[config.mk]
export PLATFORM = sky130hd
export DESIGN_NAME = adj_matrix_bfs_dfs_traversal
export DESIGN_NICKNAME = d
export VERILOG_FILES = /design/src/rtl/core/adjtrav_pkg.sv /design/src/rtl/core/adjtrav_ram.sv /design/src/rtl/core/adjtrav_result.sv /design/src/rtl/core/adj_matrix_bfs_dfs_traversal.sv
export VERILOG_INCLUDE_DIRS = /design/src /design/src/rtl/core
export SDC_FILE = /design/constraint.sdc
export NUM_CORES = 2
export LEC_CHECK = 0
export BUFFER_PORTS_ARGS = -buffer_cell sky130_fd_sc_hd__buf_2
export CAP_MARGIN = 20
export CORE_MARGIN = 4
export CORE_UTILIZATION = 54
export CTS_BUF_LIST = sky130_fd_sc_hd__clkbuf_8 sky130_fd_sc_hd__clkbuf_16
export DETAILED_ROUTE_END_ITERATION = 12
export PLACE_DENSITY = 0.83
export SLEW_MARGIN = 20
export SYNTH_ARGS = -nofsm -noshare
export SYNTH_HDL_FRONTEND = slang
export SYNTH_SLANG_ARGS = --single-unit
[constraint.sdc]
create_clock -name clk -period 4.85 [get_ports clk]
set_input_delay 0.97 -clock clk [delete_from_list [all_inputs] [get_ports clk]]
set_output_delay 0.97 -clock clk [all_outputs]
set_load 0.01 [all_outputs]
[src/rtl/core/adj_matrix_bfs_dfs_traversal_assert.svh]
// ----------------------------------------------------------------------------
// Assertion macros for the adjacency matrix traversal block
// Clocked on clk, disabled while arst_n is low.
// ----------------------------------------------------------------------------
`ifndef ADJ_MATRIX_BFS_DFS_TRAVERSAL_ASSERT_SVH
`define ADJ_MATRIX_BFS_DFS_TRAVERSAL_ASSERT_SVH

`ifndef ASSERT_OFF

// general property check
`define AT_ASSERT(lbl, prop, msg) \
	lbl: assert property (@(posedge clk) disable iff (!arst_n) prop) else $error(msg);

// condition that must never be seen
`define AT_ASSERT_NEVER(lbl, cond, msg) \
	lbl: assert property (@(posedge clk) disable iff (!arst_n) !(cond)) else $error(msg);

`else

`define AT_ASSERT(lbl, prop, msg)
`define AT_ASSERT_NEVER(lbl, cond, msg)

`endif

`endif

[src/rtl/core/adjtrav_pkg.sv]
// ----------------------------------------------------------------------------
// adjtrav_pkg
// Shared widths, item mode codes and the engine/result handshake structs.
// ----------------------------------------------------------------------------
package adjtrav_pkg;

	localparam int VW     = 4;   // vertex index width
	localparam int ROW_W  = 16;  // adjacency row width
	localparam int CNT_W  = 5;   // vertex count width (0..16)
	localparam int QDEPTH = 16;  // breadth-first queue entries

	localparam logic [CNT_W-1:0] VCOUNT_RESET = 5'd16;

	typedef enum logic [1:0] {
		MODE_LOAD = 2'd0,
		MODE_BFS  = 2'd1,
		MODE_DFS  = 2'd2
	} mode_e;

	// request from the engine to the result stage
	typedef struct packed {
		logic          emit;    // new vertex found
		logic          flush;   // search over, release held vertex as last
		logic [VW-1:0] vertex;
	} emit_req_t;

	// result stage status back to the engine
	typedef struct packed {
		logic room;        // an emit can be taken this cycle
		logic out_free;    // output register free or draining
		logic pend_valid;  // a vertex is held back awaiting its last flag
	} res_status_t;

endpackage

[src/rtl/core/adjtrav_ram.sv]
// ----------------------------------------------------------------------------
// adjtrav_ram
// Simple dual-port RAM, one write and one read port, registered read data.
// ----------------------------------------------------------------------------
module adjtrav_ram #(
	parameter int WIDTH = 16,
	parameter int DEPTH = 16,
	localparam int AW = (DEPTH > 1) ? $clog2(DEPTH) : 1
) (
	input  logic             clk,
	input  logic             we,
	input  logic [AW-1:0]    waddr,
	input  logic [WIDTH-1:0] wdata,
	input  logic             re,
	input  logic [AW-1:0]    raddr,
	output logic [WIDTH-1:0] rdata
);

	logic [WIDTH-1:0] mem_q [DEPTH];
	logic [WIDTH-1:0] rdata_q;

	always_ff @(posedge clk) begin
		if (we) begin
			mem_q[waddr] <= wdata;
		end
		// read data holds while re is low
		if (re) begin
			rdata_q <= mem_q[raddr];
		end
	end

	assign rdata = rdata_q;

endmodule

[src/rtl/core/adjtrav_result.sv]
// ----------------------------------------------------------------------------
// adjtrav_result
// Holds the most recent vertex back by one so the final one of a search
// can carry the last flag, and drives the output register.
// ----------------------------------------------------------------------------
`include "adj_matrix_bfs_dfs_traversal_assert.svh"

module adjtrav_result
	import adjtrav_pkg::*;
(
	input  logic          clk,
	input  logic          arst_n,
	input  emit_req_t     req,
	output res_status_t   status,
	input  logic          result_stall,
	output logic          result_valid,
	output logic [VW-1:0] visited_vertex,
	output logic          last
);

	logic          pend_valid_q;
	logic [VW-1:0] pend_vertex_q;
	logic          out_valid_q;
	logic [VW-1:0] out_vertex_q;
	logic          out_last_q;
	logic          out_free;
	logic          load_out;

	assign out_free = !out_valid_q || !result_stall;
	assign load_out = (req.emit && pend_valid_q) || req.flush;

	assign status.room       = !pend_valid_q || out_free;
	assign status.out_free   = out_free;
	assign status.pend_valid = pend_valid_q;

	always_ff @(posedge clk or negedge arst_n) begin
		if (!arst_n) begin
			pend_valid_q <= 1'b0;
			out_valid_q  <= 1'b0;
		end else begin
			if (req.emit) begin
				pend_valid_q <= 1'b1;
			end else if (req.flush) begin
				pend_valid_q <= 1'b0;
			end
			if (load_out) begin
				out_valid_q <= 1'b1;
			end else if (!result_stall) begin
				out_valid_q <= 1'b0;
			end
		end
	end

	always_ff @(posedge clk) begin
		if (req.emit) begin
			pend_vertex_q <= req.vertex;
		end
		if (load_out) begin
			out_vertex_q <= pend_vertex_q;
			out_last_q   <= req.flush;
		end
	end

	assign result_valid   = out_valid_q;
	assign visited_vertex = out_vertex_q;
	assign last           = out_last_q;

	`AT_ASSERT(a_flush_has_pending, req.flush |-> pend_valid_q, "flush with nothing held")
	`AT_ASSERT(a_no_overrun, load_out |-> out_free, "output register overwritten")
	`AT_ASSERT_NEVER(a_emit_flush, req.emit && req.flush, "emit and flush together")

endmodule

[src/rtl/core/adj_matrix_bfs_dfs_traversal.sv]
// ----------------------------------------------------------------------------
// adj_matrix_bfs_dfs_traversal
// Breadth-first / depth-first traversal over a bit adjacency matrix.
// ----------------------------------------------------------------------------
// A load item writes one matrix row and gives no result. A search item
// whose start vertex is below the vertex count in use streams the visited
// vertices, the final one flagged last. Each vertex taken from the queue
// costs a dequeue step, then rows 0..vertex_count-1 of the adjacency RAM
// read through its one read port, one row per cycle unless a breadth-first
// find waits for room in the result stage, then a check of the last row
// and a close of the scan. A depth-first vertex also costs a pop step, and
// a pop of an already visited vertex is dropped after that step. A held
// result output stretches either kind of search.
// Only one item is in work at a time; the input stalls from acceptance of a
// search until its last result sits in the output register. There is no
// clearing pass after reset: every row must be loaded before a search
// reads it.
`include "adj_matrix_bfs_dfs_traversal_assert.svh"

module adj_matrix_bfs_dfs_traversal
	import adjtrav_pkg::*;
#(
	parameter int MAX_VERTICES = 16,
	parameter int STACK_DEPTH  = 256
) (
	input  logic             clk,
	input  logic             arst_n,
	input  logic             cfg_wr_en,
	input  logic [CNT_W-1:0] cfg_wr_data,
	input  logic             item_valid,
	output logic             item_stall,
	input  logic [1:0]       mode,
	input  logic [VW-1:0]    vertex,
	input  logic [ROW_W-1:0] row_bits,
	output logic             result_valid,
	input  logic             result_stall,
	output logic [VW-1:0]    visited_vertex,
	output logic             last
);

	localparam int LIMIT  = (MAX_VERTICES < 16) ? MAX_VERTICES : 16;
	localparam int ADJ_AW = $clog2(MAX_VERTICES);
	localparam int SAW    = $clog2(STACK_DEPTH);
	localparam int SPW    = $clog2(STACK_DEPTH + 1);

	typedef enum logic [5:0] {
		ST_IDLE  = 6'b000001,
		ST_START = 6'b000010,
		ST_NEXT  = 6'b000100,
		ST_POP   = 6'b001000,
		ST_SCAN  = 6'b010000,
		ST_FLUSH = 6'b100000
	} state_t;

	state_t           state_q;
	logic [CNT_W-1:0] vcount_q;
	logic [CNT_W-1:0] n_q;
	logic             dfs_q;
	logic [VW-1:0]    cur_v_q;
	logic [ROW_W-1:0] marks_q;
	logic [CNT_W-1:0] head_q;
	logic [CNT_W-1:0] tail_q;
	logic [VW-1:0]    queue_q [QDEPTH];
	logic [SPW-1:0]   sp_q;
	logic [CNT_W-1:0] issue_q;
	logic             scan_valid_s1;
	logic [VW-1:0]    scan_i_s1;

	logic             accept;
	logic             is_search;
	logic [CNT_W-1:0] n_eff;
	logic             start_ok;
	logic [SPW-1:0]   sp_dec;
	logic             hit;
	logic             freeze;
	logic             issue_go;
	logic             push;
	logic             scan_done;
	logic             q_we;
	logic [VW-1:0]    q_waddr;
	logic [VW-1:0]    q_wdata;

	logic              adj_we;
	logic [ADJ_AW-1:0] adj_waddr;
	logic [ADJ_AW-1:0] adj_raddr;
	logic [ROW_W-1:0]  adj_rdata;
	logic              stk_we;
	logic [SAW-1:0]    stk_waddr;
	logic [VW-1:0]     stk_wdata;
	logic              stk_re;
	logic [SAW-1:0]    stk_raddr;
	logic [VW-1:0]     pop_v;

	emit_req_t   res_req;
	res_status_t res_st;

	assign item_stall = (state_q != ST_IDLE);
	assign accept     = item_valid && !item_stall;
	assign is_search  = (mode == MODE_BFS) || (mode == MODE_DFS);

	// count in use, saturated to the vertex limit
	assign n_eff    = (vcount_q > CNT_W'(LIMIT)) ? CNT_W'(LIMIT) : vcount_q;
	assign start_ok = ({1'b0, vertex} < n_eff);
	assign sp_dec   = sp_q - SPW'(1);

	// column scan: row issued one cycle, bit checked in s1 the next
	assign hit       = scan_valid_s1 && adj_rdata[cur_v_q] && !marks_q[scan_i_s1];
	assign freeze    = (state_q == ST_SCAN) && !dfs_q && hit && !res_st.room;
	assign issue_go  = (state_q == ST_SCAN) && !freeze && (issue_q < n_q);
	assign push      = (state_q == ST_SCAN) && dfs_q && hit && (sp_q < SPW'(STACK_DEPTH));
	assign scan_done = (issue_q == n_q) && !scan_valid_s1;

	assign adj_we    = accept && (mode == MODE_LOAD) && (32'(vertex) < MAX_VERTICES);
	assign adj_waddr = ADJ_AW'(vertex);
	assign adj_raddr = ADJ_AW'(issue_q[VW-1:0]);

	assign stk_we    = ((state_q == ST_START) && dfs_q) || push;
	assign stk_waddr = (state_q == ST_START) ? '0 : sp_q[SAW-1:0];
	assign stk_wdata = (state_q == ST_START) ? cur_v_q : scan_i_s1;
	assign stk_re    = (state_q == ST_NEXT) && dfs_q && (sp_q != '0);
	assign stk_raddr = sp_dec[SAW-1:0];

	always_comb begin
		res_req = '0;
		q_we    = 1'b0;
		q_waddr = tail_q[VW-1:0];
		q_wdata = scan_i_s1;
		unique case (state_q)
			ST_START: begin
				if (!dfs_q && res_st.room) begin
					res_req.emit   = 1'b1;
					res_req.vertex = cur_v_q;
					q_we           = 1'b1;
					q_waddr        = '0;
					q_wdata        = cur_v_q;
				end
			end
			ST_POP: begin
				if (!marks_q[pop_v] && res_st.room) begin
					res_req.emit   = 1'b1;
					res_req.vertex = pop_v;
				end
			end
			ST_SCAN: begin
				if (!dfs_q && hit && res_st.room) begin
					res_req.emit   = 1'b1;
					res_req.vertex = scan_i_s1;
					q_we           = 1'b1;
				end
			end
			ST_FLUSH: begin
				res_req.flush = res_st.out_free;
			end
			default: begin
			end
		endcase
	end

	always_ff @(posedge clk or negedge arst_n) begin
		if (!arst_n) begin
			state_q       <= ST_IDLE;
			vcount_q      <= VCOUNT_RESET;
			n_q           <= '0;
			dfs_q         <= 1'b0;
			cur_v_q       <= '0;
			marks_q       <= '0;
			head_q        <= '0;
			tail_q        <= '0;
			sp_q          <= '0;
			issue_q       <= '0;
			scan_valid_s1 <= 1'b0;
			scan_i_s1     <= '0;
		end else begin
			if (cfg_wr_en) begin
				vcount_q <= cfg_wr_data;
			end
			unique case (state_q)
				ST_IDLE: begin
					if (accept && is_search && start_ok) begin
						marks_q <= '0;
						n_q     <= n_eff;
						cur_v_q <= vertex;
						dfs_q   <= (mode == MODE_DFS);
						state_q <= ST_START;
					end
				end
				ST_START: begin
					if (dfs_q) begin
						sp_q    <= SPW'(1);
						state_q <= ST_NEXT;
					end else if (res_st.room) begin
						marks_q[cur_v_q] <= 1'b1;
						head_q           <= '0;
						tail_q           <= CNT_W'(1);
						state_q          <= ST_NEXT;
					end
				end
				ST_NEXT: begin
					if (dfs_q) begin
						if (sp_q != '0) begin
							sp_q    <= sp_dec;
							state_q <= ST_POP;
						end else begin
							state_q <= ST_FLUSH;
						end
					end else if (head_q < tail_q) begin
						cur_v_q       <= queue_q[head_q[VW-1:0]];
						head_q        <= head_q + CNT_W'(1);
						issue_q       <= '0;
						scan_valid_s1 <= 1'b0;
						state_q       <= ST_SCAN;
					end else begin
						state_q <= ST_FLUSH;
					end
				end
				ST_POP: begin
					if (marks_q[pop_v]) begin
						state_q <= ST_NEXT;
					end else if (res_st.room) begin
						marks_q[pop_v] <= 1'b1;
						cur_v_q        <= pop_v;
						issue_q        <= '0;
						scan_valid_s1  <= 1'b0;
						state_q        <= ST_SCAN;
					end
				end
				ST_SCAN: begin
					if (!freeze) begin
						scan_valid_s1 <= issue_go;
						if (issue_go) begin
							scan_i_s1 <= issue_q[VW-1:0];
							issue_q   <= issue_q + CNT_W'(1);
						end
						if (hit && !dfs_q) begin
							marks_q[scan_i_s1] <= 1'b1;
							tail_q             <= tail_q + CNT_W'(1);
						end
						if (push) begin
							sp_q <= sp_q + SPW'(1);
						end
						if (scan_done) begin
							state_q <= ST_NEXT;
						end
					end
				end
				ST_FLUSH: begin
					if (res_st.out_free) begin
						state_q <= ST_IDLE;
					end
				end
				default: begin
					state_q <= ST_IDLE;
				end
			endcase
		end
	end

	// queue entries carry no reset
	always_ff @(posedge clk) begin
		if (q_we) begin
			queue_q[q_waddr] <= q_wdata;
		end
	end

	adjtrav_ram #(
		.WIDTH (ROW_W),
		.DEPTH (MAX_VERTICES)
	) u_adj_ram (
		.clk   (clk),
		.we    (adj_we),
		.waddr (adj_waddr),
		.wdata (row_bits),
		.re    (issue_go),
		.raddr (adj_raddr),
		.rdata (adj_rdata)
	);

	adjtrav_ram #(
		.WIDTH (VW),
		.DEPTH (STACK_DEPTH)
	) u_stack_ram (
		.clk   (clk),
		.we    (stk_we),
		.waddr (stk_waddr),
		.wdata (stk_wdata),
		.re    (stk_re),
		.raddr (stk_raddr),
		.rdata (pop_v)
	);

	adjtrav_result u_result (
		.clk            (clk),
		.arst_n         (arst_n),
		.req            (res_req),
		.status         (res_st),
		.result_stall   (result_stall),
		.result_valid   (result_valid),
		.visited_vertex (visited_vertex),
		.last           (last)
	);

	`AT_ASSERT(a_scan_vertex_marked, (state_q == ST_SCAN) |-> marks_q[cur_v_q],
		"scanning a vertex that is not marked")
	`AT_ASSERT(a_idle_no_pending, (state_q == ST_IDLE) |-> !res_st.pend_valid,
		"result held back while idle")
	`AT_ASSERT(a_queue_order, head_q <= tail_q, "queue head passed tail")
	`AT_ASSERT(a_stack_bound, sp_q <= SPW'(STACK_DEPTH), "stack pointer beyond depth")

endmodule
==> out/results.txt <==
status - finished clean
Clock Skew - 0.0346 ns
# setup viols final - 0
Synth top area share - 71.0%
CP endpoint kind - flip-flop
die area - 113000 um^2
# clock sinks - 1441
final-report max-slew violation count - 0
hold_buf cts - 0
GRT overflow - 0
Synth Instances - 2924
Seq/Total Area, Yosys - 74.0%
ranking of synthesized cells by area - edfxtp_1 71%, mux4_2 17%, dfrtp_1 2.8%
post-synthesis cell area - 58000 um^2
final core utilization - 60.8%
nets - 3058
drt first pass iters - 8
core area - 106000 um^2
vias in the first global route - 30900
largest net degree at the start of global routing - 127
clock root cell - clkbuf_16
peak supply drop - 0.000431 V
Worst setup SP type - flip-flop
unrepaired setup endpoints after global routing - false
Synth Net Count - 2976
Iter 0 DRT Violations - 4615
most common cell after layout, fill and taps aside - edfxtp_1
postcts setup bufs - 0
asr flop ratio synth - 4.72%
drc violations - 0
final hold slack - 0.141 ns
Pleak - 20.6 nW
Max Cap Viol - 0
Final WS setup - 0.620 ns
most frequent cells in the layout - 1373 x edfxtp_1, 426 x mux4_2, 309 x nor2_1
Worst-Margin Slew - 1.08 ns
pwr dens - 555 nW/um^2
first-pass GRT wire length - 208 mm
crit path kind - flip-flop to flip-flop
Synth area leader - edfxtp_1
Routed WL per cell - 30.9 um
Starting Density - 54.7%
H-tree Lvls - 4
max_slew headroom - 27.6%
Top FF cell, synth - edfxtp_1
Worst-path clk slew - 0.07 ns
CP Data Required Time - 5.31 ns
routed wire length - 139 mm
share of cells above drive strength 1 - 25.1%
CTS resizes - 0
Via density - 6.72
row count - 119
CP max FO - 40
post-layout minimum cycle time - 4.23 ns
sum of negative setup slack - 0 ns
Synth Register Bits - 1441
DP Worst Slack - 0.730 ns
Routability Congestion - 0.894
fmax - 236 MHz
final hold vios - 0
DRT antenna net count - 0
Die W - 336 um
GR Util All Layers - 25.1%
clk buf depth - 3
Warnings, synthesis - 0
initial antenna violation count - 8
Avg Cell Area, Syn - 19.8 um^2
HP Class - primary input to async pin
WP data arrival - 4.69 ns
Area growth syn-to-layout - 11.1%
TritonCTS clock tree - done
worst skew pair latency - 0.76 ns
Die Ht - 336 um
final period utilization - 87.2%
Post-synth EDFFs - 1373
total number of vias - 30300
Ports - 39
Post-DP HPWL - 82.3 mm
port bufs - 38
Unique masters post-synth - 68
CTS Buf Count - 137
worst max-delay path: stages (launching register included):
cell	delay (ns)
dfrtp_1	0.50
inv_1	0.18
ha_4	0.76
buf_4	0.36
mux4_2	0.36
mux4_2	0.51
mux2i_1	0.41
nand2_1	0.16
a32oi_1	0.45
o221ai_1	0.20
cell type report:
class                           count  area, um^2
Fill cell                        6965       41500
Multi-Input combinational cell   1287       14500
Tap cell                         1391        1740
Clock inverter                    101         718
Antenna cell                        5        12.5
Sequential cell                  1441       42900
Inverter                           23        86.3
Clock buffer                      143        3540
Timing Repair Buffer              116         933
stage by stage:
stage	power (mW)	std cells	cell area (um^2)
5_1_grt	37.0	4504	64500
3_3_place_gp	25.2	4257	60200
4_1_cts	35.8	4502	64500
2_1_floorplan	22.2	2924	58000
3_5_place_dp	25.5	4258	60200
6_report	35.8	4507	64500
power breakdown:
group | total (mW) | leakage, nW | switching (mW) | internal [mW]
Combinational | 10.9 | 4.84 | 6.03 | 4.87
Sequential | 14.6 | 13.5 | 0.265 | 14.4
Clock | 10.3 | 2.22 | 4.56 | 5.72
Total | 35.8 | 20.6 | 10.9 | 25.0
flip-flops by register name (all words and copies together), names as in the netlist, 4 cells and up:
signal	flops
queue_q	64
vcount_q	5
u_result.visited_vertex	4
scan_i_s1	4
tail_q	5
head_q	5
issue_q	5
cur_v_q	4
u_adj_ram.mem_q	256
marks_q	16
u_stack_ram.rdata	4
u_result.pend_vertex_q	4
u_adj_ram.rdata	16
sp_q	9
state_q	6
n_q	5
u_stack_ram.mem_q	1024
cells in the mapped netlist (all sizes together) (17+ instances only):
cell type  instances
inv               23
mux4             426
nor3              26
edfxtp          1373
buf               68
o21ai             50
nor2b             17
clkbuf           105
mux2i             37
ha                20
nor2             322
dfrtp             66
nand2            139
nand3             31
a21oi             25
cell families after synthesis:
| kind of cell | synth area share, % |
|---|---|
| flip-flops | 74.0 |
| AO/OA/AOI/OAI | 2.15 |
| XOR/XNOR | 0.194 |
| buffers and inverters | 1.34 |
| adder cells (fa/ha/maj) | 0.431 |
| AND/OR/NAND/NOR | 4.54 |
| multiplexers | 17.4 |
path summary, 6_finish.rpt:
check                                                from  slack, ns                    endpoint  cells past startpoint
worst max register to register                    sp_q[1]       0.62        u_stack_ram.rdata[2]                      9
worst min-delay path                               arst_n       0.14                   head_q[3]                      1
min in group clk                u_result.pend_vertex_q[2]       0.42  u_result.visited_vertex[2]                      0
max in group asynchronous                          arst_n       3.89                  issue_q[0]                      2
worst max-delay path                              sp_q[1]       0.62        u_stack_ram.rdata[2]                      9
worst min register to register  u_result.pend_vertex_q[2]       0.42  u_result.visited_vertex[2]                      0
layer usage:
| layer | track usage, % | share of wire [%] |
|---|---|---|
| met1 | 33.0 | 35 |
| met2 | 41.8 | 51 |
| met3 | 5.05 | 9.8 |
| met4 | 10.0 | 4.0 |
| met5 | 0 | 0.0093 |
No activity file was read; power rests on OpenSTA's default activity.
